$ cat src/rtl/core/pal_pkg.sv
`timescale 1ns / 1ps

package pal_pkg;

    // Field widths of one item, fixed by the command and result formats.
    localparam int OPCODE_W = 2;
    localparam int POS_W    = 6;
    localparam int WORD_W   = 32;
    localparam int STATUS_W = 2;
    localparam int COUNT_W  = 6;

    // Operation codes.
    localparam logic [OPCODE_W-1:0] OP_INSERT = 2'd0;
    localparam logic [OPCODE_W-1:0] OP_DELETE = 2'd1;
    localparam logic [OPCODE_W-1:0] OP_READ   = 2'd2;

    // Status codes.
    localparam logic [STATUS_W-1:0] ST_OK    = 2'd0;
    localparam logic [STATUS_W-1:0] ST_FULL  = 2'd1;
    localparam logic [STATUS_W-1:0] ST_INDEX = 2'd2;
    localparam logic [STATUS_W-1:0] ST_EMPTY = 2'd3;

    // One command item.
    typedef struct packed {
        logic [OPCODE_W-1:0]      opcode;
        logic [POS_W-1:0]         position;
        logic signed [WORD_W-1:0] item_value;
    } pal_cmd_t;

    // One result item.
    typedef struct packed {
        logic [STATUS_W-1:0]      status;
        logic signed [WORD_W-1:0] data_out;
        logic [COUNT_W-1:0]       count;
        logic                     empty_flag;
        logic                     full_flag;
    } pal_result_t;

endpackage

$ cat src/rtl/core/positional_array_list.sv
`timescale 1ns / 1ps

// Positional array list: an ordered list of up to CAPACITY signed words kept
// in a single-port-write, single-port-read memory. A command is taken when
// start is high and busy is low; its result appears for exactly one cycle
// with done high and must be captured then, since the block cannot be held
// off. All entry moves go through the one memory port pair, one entry at a
// time (read, then write), so the time from accept to done depends on how
// many entries move, that is on the length and the position. busy stays
// high while a command is in flight and is low again in the cycle done is
// high, so a new command may be given in the cycle done is high.
// The count field reports the length in 6 bits.
module positional_array_list
    import pal_pkg::*;
#(
    parameter int CAPACITY = 32
)
(
    input  logic        clk,
    input  logic        rst_n,
    input  logic        start,
    output logic        busy,
    input  pal_cmd_t    cmd,
    output logic        done,
    output pal_result_t result
);

    localparam int AW   = (CAPACITY > 1) ? $clog2(CAPACITY) : 1;
    localparam int CW   = $clog2(CAPACITY + 1);
    localparam int CMPW = (CW > POS_W) ? CW : POS_W;

    typedef enum logic [6:0] {
        S_IDLE  = 7'b0000001,
        S_READ  = 7'b0000010,
        S_WRITE = 7'b0000100,
        S_FETCH = 7'b0001000,
        S_CAPT  = 7'b0010000,
        S_PUT   = 7'b0100000,
        S_DONE  = 7'b1000000
    } state_t;

    state_t                   state_reg, state_next;
    logic [CW-1:0]            count_reg, count_next;
    logic [CW-1:0]            idx_reg, idx_next;
    logic [CW-1:0]            pos_reg, pos_next;
    logic [OPCODE_W-1:0]      op_reg, op_next;
    logic [STATUS_W-1:0]      status_reg, status_next;
    logic signed [WORD_W-1:0] val_reg, val_next;
    logic signed [WORD_W-1:0] data_reg, data_next;
    logic                     done_reg, done_next;
    pal_result_t              result_reg, result_next;

    logic [WORD_W-1:0]        mem [CAPACITY];
    logic [WORD_W-1:0]        rdata_reg;
    logic                     rd_en;
    logic [AW-1:0]            rd_addr;
    logic                     wr_en;
    logic [AW-1:0]            wr_addr;
    logic [WORD_W-1:0]        wr_data;

    logic [CMPW-1:0]          pos_ext;
    logic [CMPW-1:0]          cnt_ext;
    logic                     is_full;
    logic [CW:0]              idx_plus2;
    logic [CW:0]              pos_plus1;
    logic [CW-1:0]            idx_dec;
    logic [CW-1:0]            count_upd;

    assign pos_ext   = CMPW'(cmd.position);
    assign cnt_ext   = CMPW'(count_reg);
    assign is_full   = (count_reg == CW'(CAPACITY));
    assign idx_plus2 = {1'b0, idx_reg} + (CW+1)'(2);
    assign pos_plus1 = {1'b0, pos_reg} + (CW+1)'(1);
    assign idx_dec   = idx_reg - CW'(1);

    // Sequencer: validates the command, then moves entries one at a time.
    always_comb
    begin
        state_next  = state_reg;
        count_next  = count_reg;
        idx_next    = idx_reg;
        pos_next    = pos_reg;
        op_next     = op_reg;
        status_next = status_reg;
        val_next    = val_reg;
        data_next   = data_reg;
        done_next   = 1'b0;
        result_next = result_reg;
        rd_en       = 1'b0;
        rd_addr     = idx_reg[AW-1:0];
        wr_en       = 1'b0;
        wr_addr     = idx_reg[AW-1:0];
        wr_data     = rdata_reg;
        count_upd   = count_reg;

        unique case (state_reg)
            S_IDLE:
            begin
                if (start)
                begin
                    op_next     = cmd.opcode;
                    pos_next    = CW'(cmd.position);
                    val_next    = cmd.item_value;
                    idx_next    = count_reg;
                    data_next   = '0;
                    status_next = ST_OK;
                    state_next  = S_DONE;
                    if (cmd.opcode == OP_INSERT)
                    begin
                        if (is_full)
                        begin
                            status_next = ST_FULL;
                        end
                        else if (pos_ext > cnt_ext)
                        begin
                            status_next = ST_INDEX;
                        end
                        else if (pos_ext == cnt_ext)
                        begin
                            state_next = S_PUT;
                        end
                        else
                        begin
                            state_next = S_READ;
                        end
                    end
                    else if (cmd.opcode == OP_DELETE || cmd.opcode == OP_READ)
                    begin
                        if (count_reg == '0)
                        begin
                            status_next = ST_EMPTY;
                        end
                        else if (pos_ext >= cnt_ext)
                        begin
                            status_next = ST_INDEX;
                        end
                        else
                        begin
                            state_next = S_FETCH;
                        end
                    end
                end
            end

            // Read the neighbor that moves into the slot at idx.
            S_READ:
            begin
                rd_en      = 1'b1;
                rd_addr    = (op_reg == OP_INSERT) ? idx_dec[AW-1:0]
                                                   : idx_plus2[AW-1:0] - AW'(1);
                state_next = S_WRITE;
            end

            // Write it into idx and step toward the end of the move.
            S_WRITE:
            begin
                wr_en   = 1'b1;
                wr_addr = idx_reg[AW-1:0];
                wr_data = rdata_reg;
                if (op_reg == OP_INSERT)
                begin
                    idx_next   = idx_dec;
                    state_next = (idx_dec > pos_reg) ? S_READ : S_PUT;
                end
                else
                begin
                    idx_next   = idx_reg + CW'(1);
                    state_next = (idx_plus2 < {1'b0, count_reg}) ? S_READ : S_DONE;
                end
            end

            // Fetch the addressed entry for a read or delete.
            S_FETCH:
            begin
                rd_en      = 1'b1;
                rd_addr    = pos_reg[AW-1:0];
                state_next = S_CAPT;
            end

            S_CAPT:
            begin
                data_next = rdata_reg;
                idx_next  = pos_reg;
                if (op_reg == OP_DELETE && pos_plus1 < {1'b0, count_reg})
                begin
                    state_next = S_READ;
                end
                else
                begin
                    state_next = S_DONE;
                end
            end

            // Drop the new word into the opened slot.
            S_PUT:
            begin
                wr_en      = 1'b1;
                wr_addr    = pos_reg[AW-1:0];
                wr_data    = val_reg;
                state_next = S_DONE;
            end

            // Commit the length and present the result.
            S_DONE:
            begin
                if (status_reg == ST_OK && op_reg == OP_INSERT)
                begin
                    count_upd = count_reg + CW'(1);
                end
                else if (status_reg == ST_OK && op_reg == OP_DELETE)
                begin
                    count_upd = count_reg - CW'(1);
                end
                count_next             = count_upd;
                result_next.status     = status_reg;
                result_next.data_out   = data_reg;
                result_next.count      = COUNT_W'(count_upd);
                result_next.empty_flag = (count_upd == '0);
                result_next.full_flag  = (count_upd == CW'(CAPACITY));
                done_next              = 1'b1;
                state_next             = S_IDLE;
            end

            default:
            begin
                state_next = S_IDLE;
            end
        endcase
    end

    // Control registers.
    always_ff @(posedge clk or negedge rst_n)
    begin
        if (!rst_n)
        begin
            state_reg <= S_IDLE;
            count_reg <= '0;
            done_reg  <= 1'b0;
        end
        else
        begin
            state_reg <= state_next;
            count_reg <= count_next;
            done_reg  <= done_next;
        end
    end

    // Payload registers of the item in flight.
    always_ff @(posedge clk)
    begin
        idx_reg    <= idx_next;
        pos_reg    <= pos_next;
        op_reg     <= op_next;
        status_reg <= status_next;
        val_reg    <= val_next;
        data_reg   <= data_next;
        result_reg <= result_next;
    end

    // Entry storage with a registered read port.
    always_ff @(posedge clk)
    begin
        if (wr_en)
        begin
            mem[wr_addr] <= wr_data;
        end
        if (rd_en)
        begin
            rdata_reg <= mem[rd_addr];
        end
    end

    assign busy   = (state_reg != S_IDLE);
    assign done   = done_reg;
    assign result = result_reg;

    // A result only follows the commit state.
    a_done_after_commit: assert property (@(posedge clk) disable iff (!rst_n)
        done |-> $past(state_reg == S_DONE))
        else $error("done without a commit cycle");

    // The length never exceeds the capacity.
    a_count_bound: assert property (@(posedge clk) disable iff (!rst_n)
        count_reg <= CW'(CAPACITY))
        else $error("entry count above capacity");

    // A successful insert grows the list by one.
    a_insert_grows: assert property (@(posedge clk) disable iff (!rst_n)
        (done && result.status == ST_OK && op_reg == OP_INSERT)
            |-> count_reg == $past(count_reg) + CW'(1))
        else $error("insert did not grow the list");

    // A rejected command leaves the length alone.
    a_error_keeps: assert property (@(posedge clk) disable iff (!rst_n)
        (done && result.status != ST_OK) |-> count_reg == $past(count_reg))
        else $error("rejected command changed the list length");

endmodule
$ cat config.mk
export PLATFORM = sky130hd
export DESIGN_NAME = positional_array_list
export DESIGN_NICKNAME = d
export VERILOG_FILES = /design/src/rtl/core/pal_pkg.sv /design/src/rtl/core/positional_array_list.sv
export SDC_FILE = /design/constraint.sdc
export NUM_CORES = 1
export LEC_CHECK = 0
export BUFFER_PORTS_ARGS = -buffer_cell sky130_fd_sc_hd__buf_2
export CAP_MARGIN = 10
export CORE_MARGIN = 2
export CORE_UTILIZATION = 62
export DETAILED_ROUTE_END_ITERATION = 8
export PLACE_DENSITY = 0.79
export SYNTH_ARGS = -nofsm -noshare
export SYNTH_HDL_FRONTEND = slang
export SYNTH_SLANG_ARGS = --single-unit
export TNS_END_PERCENT = 30
$ cat constraint.sdc
create_clock -name clk -period 8 [get_ports clk]
set_clock_uncertainty 0.1 [all_clocks]
set_input_delay 0.4 -clock clk [delete_from_list [all_inputs] [get_ports clk]]
set_output_delay 0.4 -clock clk [all_outputs]
set_load 0.02 [all_outputs]
-- Word-level counts from Yosys, hierarchy flattened
Memories as Yosys holds them, arrays and structs flattened. A register that Yosys moved wholly into a read port is not among the register bits.
Cells that the tools add are included.
- reduce and logical (&&, ||, !) cells: 16
- divide/modulo/power cells: 0
- $add $sub $neg: 7
- mux-type cells: 36
- order comparisons: 5
- shifts and indexed selects: 0
- equality and inequality tests: 15
- bitwise logic cells: 0
- multipliers: 0
- operators by type and width (cell ; number):
    $mux W7 ; 10
    $mux W32 ; 2
    $pmux W32 S2 ; 1
    $mux W6 ; 7
    $pmux W7 S6 ; 1
    $pmux W6 S3 ; 1
    $lt A7 B6 Y1 ; 2
    $add A6 B1 Y6 const B ; 2
    $eq A6 B6 Y1 const B ; 2
    $gt A6 B6 Y1 ; 2
    $logic_not A6 Y1 ; 2
    $mux W2 ; 6
    $sub A6 B1 Y6 const B ; 2
    $mux W5 ; 2
    $pmux W5 S2 ; 1
    $add A6 B1 Y7 const B ; 1
    $add A6 B2 Y7 const B ; 1
    $eq A7 B1 Y1 const B ; 1
    $eq A7 B2 Y1 const B ; 1
    $eq A7 B3 Y1 const B ; 1
    $eq A7 B4 Y1 const B ; 1
    $eq A7 B5 Y1 const B ; 1
    $eq A7 B6 Y1 const B ; 1
    $eq A7 B7 Y1 const B ; 1
    other kinds (15) ; 27
- memories kept: 1
- memory bits (read-only): 0
- register bits after elaboration: 136
- input bits: 43
- latch bits: 0
- RAM bits: 1024
- word-level logic and storage cells: 94
- memories (name ; words ; bits a word ; rd ports ; clocked after Yosys merged registers in ; wr ports ; RTL line ; RTL):
    mem ; 32 ; 32 ; 1 ; 1 ; 1 ; positional_array_list.sv:53 ; logic [WORD_W-1:0] mem [CAPACITY];

-- Longest topological paths before layout
Gate-level depths: netlist (run 1).
- word-level depth: 7
- depth in mapped cells: 13
- depth with buffers taken out: 12

-- Worst setup path before layout (run 1)
No wires, ideal clock.
- path type: register to register
- start: register state_reg[0]
- end: register count_reg[4] (netlist: cnt_ext[4])
- arrival time: 5333 ps
- path buffers: 1
- path slack: 2487 ps
- stages on the path, launching flop included: 7
- data required time: 7820 ps
- cells stage by stage: dfstp_2 buf_2 nor3_1 nand2_1 nor3b_1 and3_1 xnor2_1
- cells in the longest elaborated chain, start to end: 1
- ends and longest elaborated chain (element ; RTL line ; RTL):
    start, declared ; positional_array_list.sv:42 ; state_t state_reg, state_next;
    start signal, assigned ; positional_array_list.sv:242 ; state_reg <= state_next;
    $eq A7 B7 Y1 ; positional_array_list.sv:96 ; unique case (state_reg)
    end signal, assigned ; positional_array_list.sv:243 ; count_reg <= count_next;
    end, declared ; positional_array_list.sv:43 ; logic [CW-1:0] count_reg, count_next;
Every way passes these cells.
A chain may end at the register's enable or synchronous reset.

-- Worst setup path after layout (run 1)
- start: register idx_reg[1]
- end: register rdata_reg[19] (read register of mem), data pin
- cells in the longest elaborated chain, start to end: 4
- elaborated cells on any way between the ends: 5
- those cells by class: add/sub: 3; mux: 2
- ends and longest elaborated chain (element ; RTL line ; RTL):
    start, declared ; positional_array_list.sv:44 ; logic [CW-1:0] idx_reg, idx_next;
    start signal, assigned ; positional_array_list.sv:251 ; idx_reg <= idx_next;
    $add A6 B2 Y7 ; positional_array_list.sv:72 ; assign idx_plus2 = {1'b0, idx_reg} + (CW+1)'(2);
    $sub A5 B1 Y5 ; positional_array_list.sv:150 ; : idx_plus2[AW-1:0] - AW'(1);
    $mux W5 ; positional_array_list.sv:149 ; rd_addr = (op_reg == OP_INSERT) ? idx_dec[AW-1:0]
    $pmux W5 S2 * ; positional_array_list.sv:96 ;
    end, declared ; positional_array_list.sv:54 ; logic [WORD_W-1:0] rdata_reg;
Every way passes the cells marked *; elsewhere a longest branch is shown, timed or not.

==> results.yml, run 1 <==
global_routing:
  grt_max_degree: 74
  antenna_found_initial: 1
  overflow: 0
  track_usage: 0.3082
  grt_pass1_wl_um: 175100
  grt_pass1_vias: 27358
setup_path:
  path_depth: 11
  max_stage_delay_ps: 820
  end_kind: "flop"
  worstPathRequired_ps: 8390
  cp_max_fo: 73
  critical-path-top-delay-family: "buffers and inverters"
  critPathSlowestCell: "buf_4"
  crit_chain: "inv_1 -> ha_1 -> nor3_1 -> o2111ai_1 -> nand3_4 -> buf_4 -> buf_4 -> mux2i_1 -> mux2_1 -> a22o_1 -> nor4_2"
  reg2reg_depth: 11
  crit_type: "reg2reg"
  crit_arrival_ps: 5270
  critPathLaunchType: "flop"
  path_buf_inv: 3
  cp_common_cell: "buf_4"
cts:
  clockRootBuffer: "clkbuf_16"
  postCtsSetupBuffers: 0
  numCtsBuffers: 111
  cts_tree: "yes"
  cts.path.max_buffers: 3
  clk_pin_slew_ps: 70
  htreeDepth: 3
  cts.sinks: 1192
  clk_latency_ps: 680
placed_design:
  gp_congestion: 0.8537
  dpl.hpwl_um: 63870
  port_buffers: 86
  dp_cells: 3859
die:
  num_rows: 101
  fp.coreArea_mm2: 0.07582
  initial_core_util: 0.6247
  die_height_um: 280.4
  ios: 87
  die_x_um: 280.4
  dieArea_mm2: 0.07862
detailed_routing:
  drt_first_iter_violations: 3931
  drcViolationCount: 0
  drt_first_pass_iters: 6
  ant_nets: 0
  wl_per_cell_um: 29.33
  via_per_inst: 6.684
  vias: 27453
  drt-total-wl_um: 120400
logic_synthesis:
  synth_fp_nets: 2954
  yosysSeqAreaShare: 0.7543
  ys_top_cells_by_area: "edfxtp_1, mux2i_1, nand2_1, mux4_2, nand3_1"
  avgSynthCellArea_um2: 16.46
  synthFlopType: "edfxtp_1"
  synth_edf_count: 1178
  yosys.cell_types.count: 76
  ys_seq_elements: 1192
  synth_top_area_cell: "edfxtp_1"
  syn_inst: 2877
  synthArstFlopShare: 0.01174
  synth_area_mm2: 0.04737
  synth_top_area_frac: 0.7468
  ys_warn_count: 0
sta:
  finalHoldViolCount: 0
  finalCritPeriodShare: 0.6097
  timing.slew.headroom: 0.1463
  tightest_slew_ps: 1276
  achievable-frequency_ghz: 0.2050
  final.min_clock_period_ps: 4877
  report.final.slew_viol_count: 0
  hold_slack_ps: 74.42
  fin_setup_tns_ps: 0
  rsz0062_at_grt: "false"
  setup_viol: 0
cells_and_area:
  fin_util: 0.7002
  largest_reg_flops: 1024
  nets: 3113
  syn2layout_area_growth_pct: 12.09
  layout.cells.non_filler: 4107
  drive_gt1_frac: 0.1665
  diodes: 0
pwr:
  ir_drop_mv: 0.4940
  pwr_density_cell_mw_per_mm2: 338.3
  p_sw_mw: 5.899
  combPwrFrac: 0.306
  swShare: 0.3284
  seqPwrFrac: 0.410
  p_int_mw: 12.07
  power_frac_clock: 0.285
  p_leak_nw: 17.82
run:
  maxCapViolCount: 0
run_status:
  status: "complete, no violations"
min_path:
  min_path_type: "in2async"
[synthesized netlist by cell type (33+ instances only)]
library cell,instances
buf_2,71
nand3_1,138
edfxtp_1,1178
a31oi_1,66
and2_1,33
mux2_2,51
ha_1,34
mux2i_1,200
nor2_1,57
a32oi_1,67
mux4_2,62
nor4_2,33
clkbuf_1,59
nand2_1,506
[stage by stage]
stage	worst slack [ps]	cell area (um2)	power [mW]
floorplan	2487	47370	11.30
global placement	3374	49150	12.64
detailed placement	3241	49150	12.78
CTS	3188	53090	17.89
global route	2853	53090	18.53
finish	3123	53090	17.96
[worst register-to-register path, cell delays in order (launching register included)]
cell and delay, ps:
edfxtp_1 590, inv_1 220, ha_1 390, nor3_1 250
o2111ai_1 270, nand3_4 190, buf_4 800, buf_4 950
mux2i_1 200, mux2_1 320, a22o_1 250, nor4_2 150
[cell usage in the layout (no fill, tap or decap), types with 42 or more instances in the layout]
cell,n
a32oi_1,67
buf_2,86
dlygate4sd3_1,42
nand3_1,138
buf_4,69
clkbuf_16,114
edfxtp_1,1178
nand2_1,506
mux4_2,62
mux2_2,51
a31oi_1,66
mux2i_1,200
[what timing repair did]
action                    CTS  global route
hold buffers               42             0
hold endpoints to repair   56             0
resized for setup           0             0
[power groups by stage]
stage / logic (mW) / clock network, mW / registers (mW)
after floorplan: 3.87 / 0 / 7.42
after global placement: 5.16 / 0 / 7.48
after detailed placement: 5.30 / 0 / 7.48
after CTS: 5.39 / 5.14 / 7.35
after global routing: 5.78 / 5.37 / 7.38
final: 5.49 / 5.11 / 7.36
[final timing paths]
kind	endpoint	slack, ps	startpoint
setup / recovery	rdata_reg[19]$_DFFE_PN_	3120	idx_reg[1]$_DFFE_PP_
hold / removal	state_reg[3]$_DFFE_PN0P_	70	rst_n
setup reg to reg	rdata_reg[19]$_DFFE_PN_	3120	idx_reg[1]$_DFFE_PP_
hold reg to reg	result[22]$_DFFE_PP_	320	data_reg[14]$_SDFFCE_PN0P_
max in group asynchronous	state_reg[0]$_DFFE_PN1P_	7400	rst_n
min in group clk	result[22]$_DFFE_PP_	320	data_reg[14]$_SDFFCE_PN0P_
[area by class of cell]
type | instances | area, um2
Clock buffer | 132 | 2940
Clock inverter | 74 | 578.1
Fill cell | 4483 | 22730
Inverter | 26 | 97.59
Sequential cell | 1192 | 35730
Multi-Input combinational cell | 1508 | 11160
Tap cell | 978 | 1224
Timing Repair Buffer | 197 | 1369
[routing by layer]
metal / track usage / wire length (um) / vias up
met5: 0 / 0 / -
met3: 0.05846 / 13540 / 396
met1: 0.4013 / 42720 / 13651
li1: - / - / 11467
met4: 0.1556 / 6228 / 0
met2: 0.5020 / 57960 / 1939
[cells by family after synthesis]
family | Yosys count | synth area share
XOR/XNOR | 28 | 0.005177
multiplexers | 326 | 0.08696
AND/OR/NAND/NOR | 838 | 0.08279
adder cells (fa/ha/maj) | 34 | 0.008981
buffers and inverters | 177 | 0.01757
flip-flops | 1192 | 0.7543
AO/OA/AOI/OAI | 282 | 0.04427
Note: power is estimated with default switching activity, not from simulation.
==> inputs of run 2 (changes only) <==
clock period = 5 ns   (was 8 ns; I/O delays follow)
==> run 2 against run 1 <==
  * Design area is 1.8% higher
  * Via count grew 0.55%
  * Utilization is 1.3 points higher
  * Critical path type unchanged
  * Largest power group unchanged
  * Highest routed layer unchanged
==> results.yml, run 2 (synthesis gave the netlist of run 1 again) <==
run_status:
  status: "complete, no violations"
die:
  fp.coreArea_mm2: 0.07582
  num_rows: 101
  initial_core_util: 0.6247
  die_x_um: 280.4
  dieArea_mm2: 0.07862
  die_height_um: 280.4
  ios: 87
cts:
  clk_latency_ps: 690
  cts.path.max_buffers: 3
  cts_tree: "yes"
  clockRootBuffer: "clkbuf_16"
  numCtsBuffers: 114
  cts.sinks: 1192
  htreeDepth: 3
  clk_pin_slew_ps: 70
sta:
  achievable-frequency_ghz: 0.2296
  finalHoldViolCount: 0
  final.min_clock_period_ps: 4356
  rsz0062_at_grt: "false"
  worst_slack_ps: 644.4
  tightest_slew_ps: 1261
  hold_slack_ps: 175.9
  setup_viol: 0
  report.final.slew_viol_count: 0
  timing.slew.headroom: 0.1571
  fin_setup_tns_ps: 0
  finalCritPeriodShare: 0.8711
pwr:
  pwr_density_cell_mw_per_mm2: 548.6
  total_power_mw: 29.65
  p_leak_nw: 18.22
  ir_drop_mv: 0.6219
setup_path:
  worstPathRequired_ps: 5390
  critPathSlowestCell: "o21ai_2"
  crit_type: "reg2reg"
  max_stage_delay_ps: 1070
  end_kind: "flop"
  cp_max_fo: 17
  crit_chain: "inv_1 -> ha_1 -> nor3b_1 -> xnor2_1 -> a32oi_1 -> o21ai_0 -> o21ai_2 -> buf_4 -> a31oi_1 -> nor4_2"
  critPathLaunchType: "flop"
  crit_arrival_ps: 4750
detailed_routing:
  top_layer: "met4"
  drcViolationCount: 0
  wl_per_cell_um: 29.46
  met3_length_um: 13750
  met2_length_um: 59030
  vias: 27604
  ant_nets: 0
  wl_met1_um: 44080
  drt_first_iter_violations: 3841
  drt-total-wl_um: 122100
  via_per_inst: 6.658
  drt_first_pass_iters: 8
min_path:
  min_path_type: "in2reg"
global_routing:
  track_usage: 0.3133
  antenna_found_initial: 1
  grt_pass1_wl_um: 179100
  grt_max_degree: 77
  overflow: 0
  grt_pass1_vias: 27854
placed_design:
  port_buffers: 86
  placed_cell_area_mm2: 0.04974
  post-place-ws_ps: 858.6
  dpl.hpwl_um: 68500
  gp_congestion: 0.8899
cells_and_area:
  syn2layout_area_growth_pct: 14.12
  final_cell_mix: "edfxtp_1, nand2_1, mux2i_1, nand3_1, clkbuf_16"
  finalInstanceArea_mm2: 0.05405
  diodes: 0
  largest_reg_flops: 1024
  final_common_cell: "edfxtp_1"
  nets: 3153
  drive_gt1_frac: 0.1780
run:
  maxCapViolCount: 0
==> run 2: changes by cell type in the layout (fill, tap and decap cells not counted), moves of 3 or more <==
cell	before	now
clkinvlp_4	2	7
clkinv_1	34	25
buf_4	69	72
clkbuf_1	16	19
buf_16	0	4
bufinv_16	8	15
buf_12	0	28
==> run 2: worst paths after layout <==
path	from	end	slack [ps]	cells past startpoint
max in group asynchronous	rst_n	state_reg[2]$_DFFE_PN0P_	3160	4
worst min-delay path	cmd[31]	val_reg[31]$_DFFE_PP_	180	2
min in group asynchronous	rst_n	state_reg[0]$_DFFE_PN1P_	540	3
worst max-delay path	idx_reg[1]$_DFFE_PP_	rdata_reg[4]$_DFFE_PN_	640	10
worst max register to register	idx_reg[1]$_DFFE_PP_	rdata_reg[4]$_DFFE_PN_	640	10
worst min register to register	data_reg[25]$_SDFFCE_PN0P_	result[33]$_DFFE_PP_	310	0
==> run 2: final cells by class <==
type	instances	area (um2)
clock buffers	135	2974
clock inverters	73	787.0
fillers	4374	21770
inverters	26	97.59
multi-input cells	1508	11160
flip-flops and latches	1192	35730
well taps	978	1224
repair buffers	234	2082
==> run 2: timing repair <==
action,4_1_cts,5_1_grt
hold endpoints to repair,59,0
hold buffers,44,0
setup buffers,0,0
resized for setup,0,0
==> run 2: routing by layer <==
layer  global-route usage  up-vias
met4               0.1292        0
met5                    0        -
met2               0.5096     2021
li1                     -    11544
met3              0.06020      359
met1               0.4205    13680
==> run 2: power breakdown <==
| group | switching (mW) | internal (mW) |
|---|---|---|
| clock network | 3.69 | 5.01 |
| registers | 0.226 | 11.5 |
| logic | 5.80 | 3.41 |
| total | 9.71 | 19.9 |
==> run 2: worst max-delay path, delay by kind of cell, from the launching register on <==
kind,cells,cell delay [ps]
xor gates and xnor gates,1,160
AOI/OAI and AO/OA,4,1760
buffers and inverters,2,700
adders and majority gates,1,300
DFF,1,550
and+or+nand+nor,2,580
==> run 2: through the flow <==
| stage | std cells | util |
|---|---|---|
| final | 4146 | 0.7129 |
| after global routing | 4146 | 0.7129 |
| after CTS | 4142 | 0.7115 |
| after detailed placement | 3890 | 0.6560 |
| after global placement | 3890 | 0.6560 |
| after floorplan | 2877 | - |
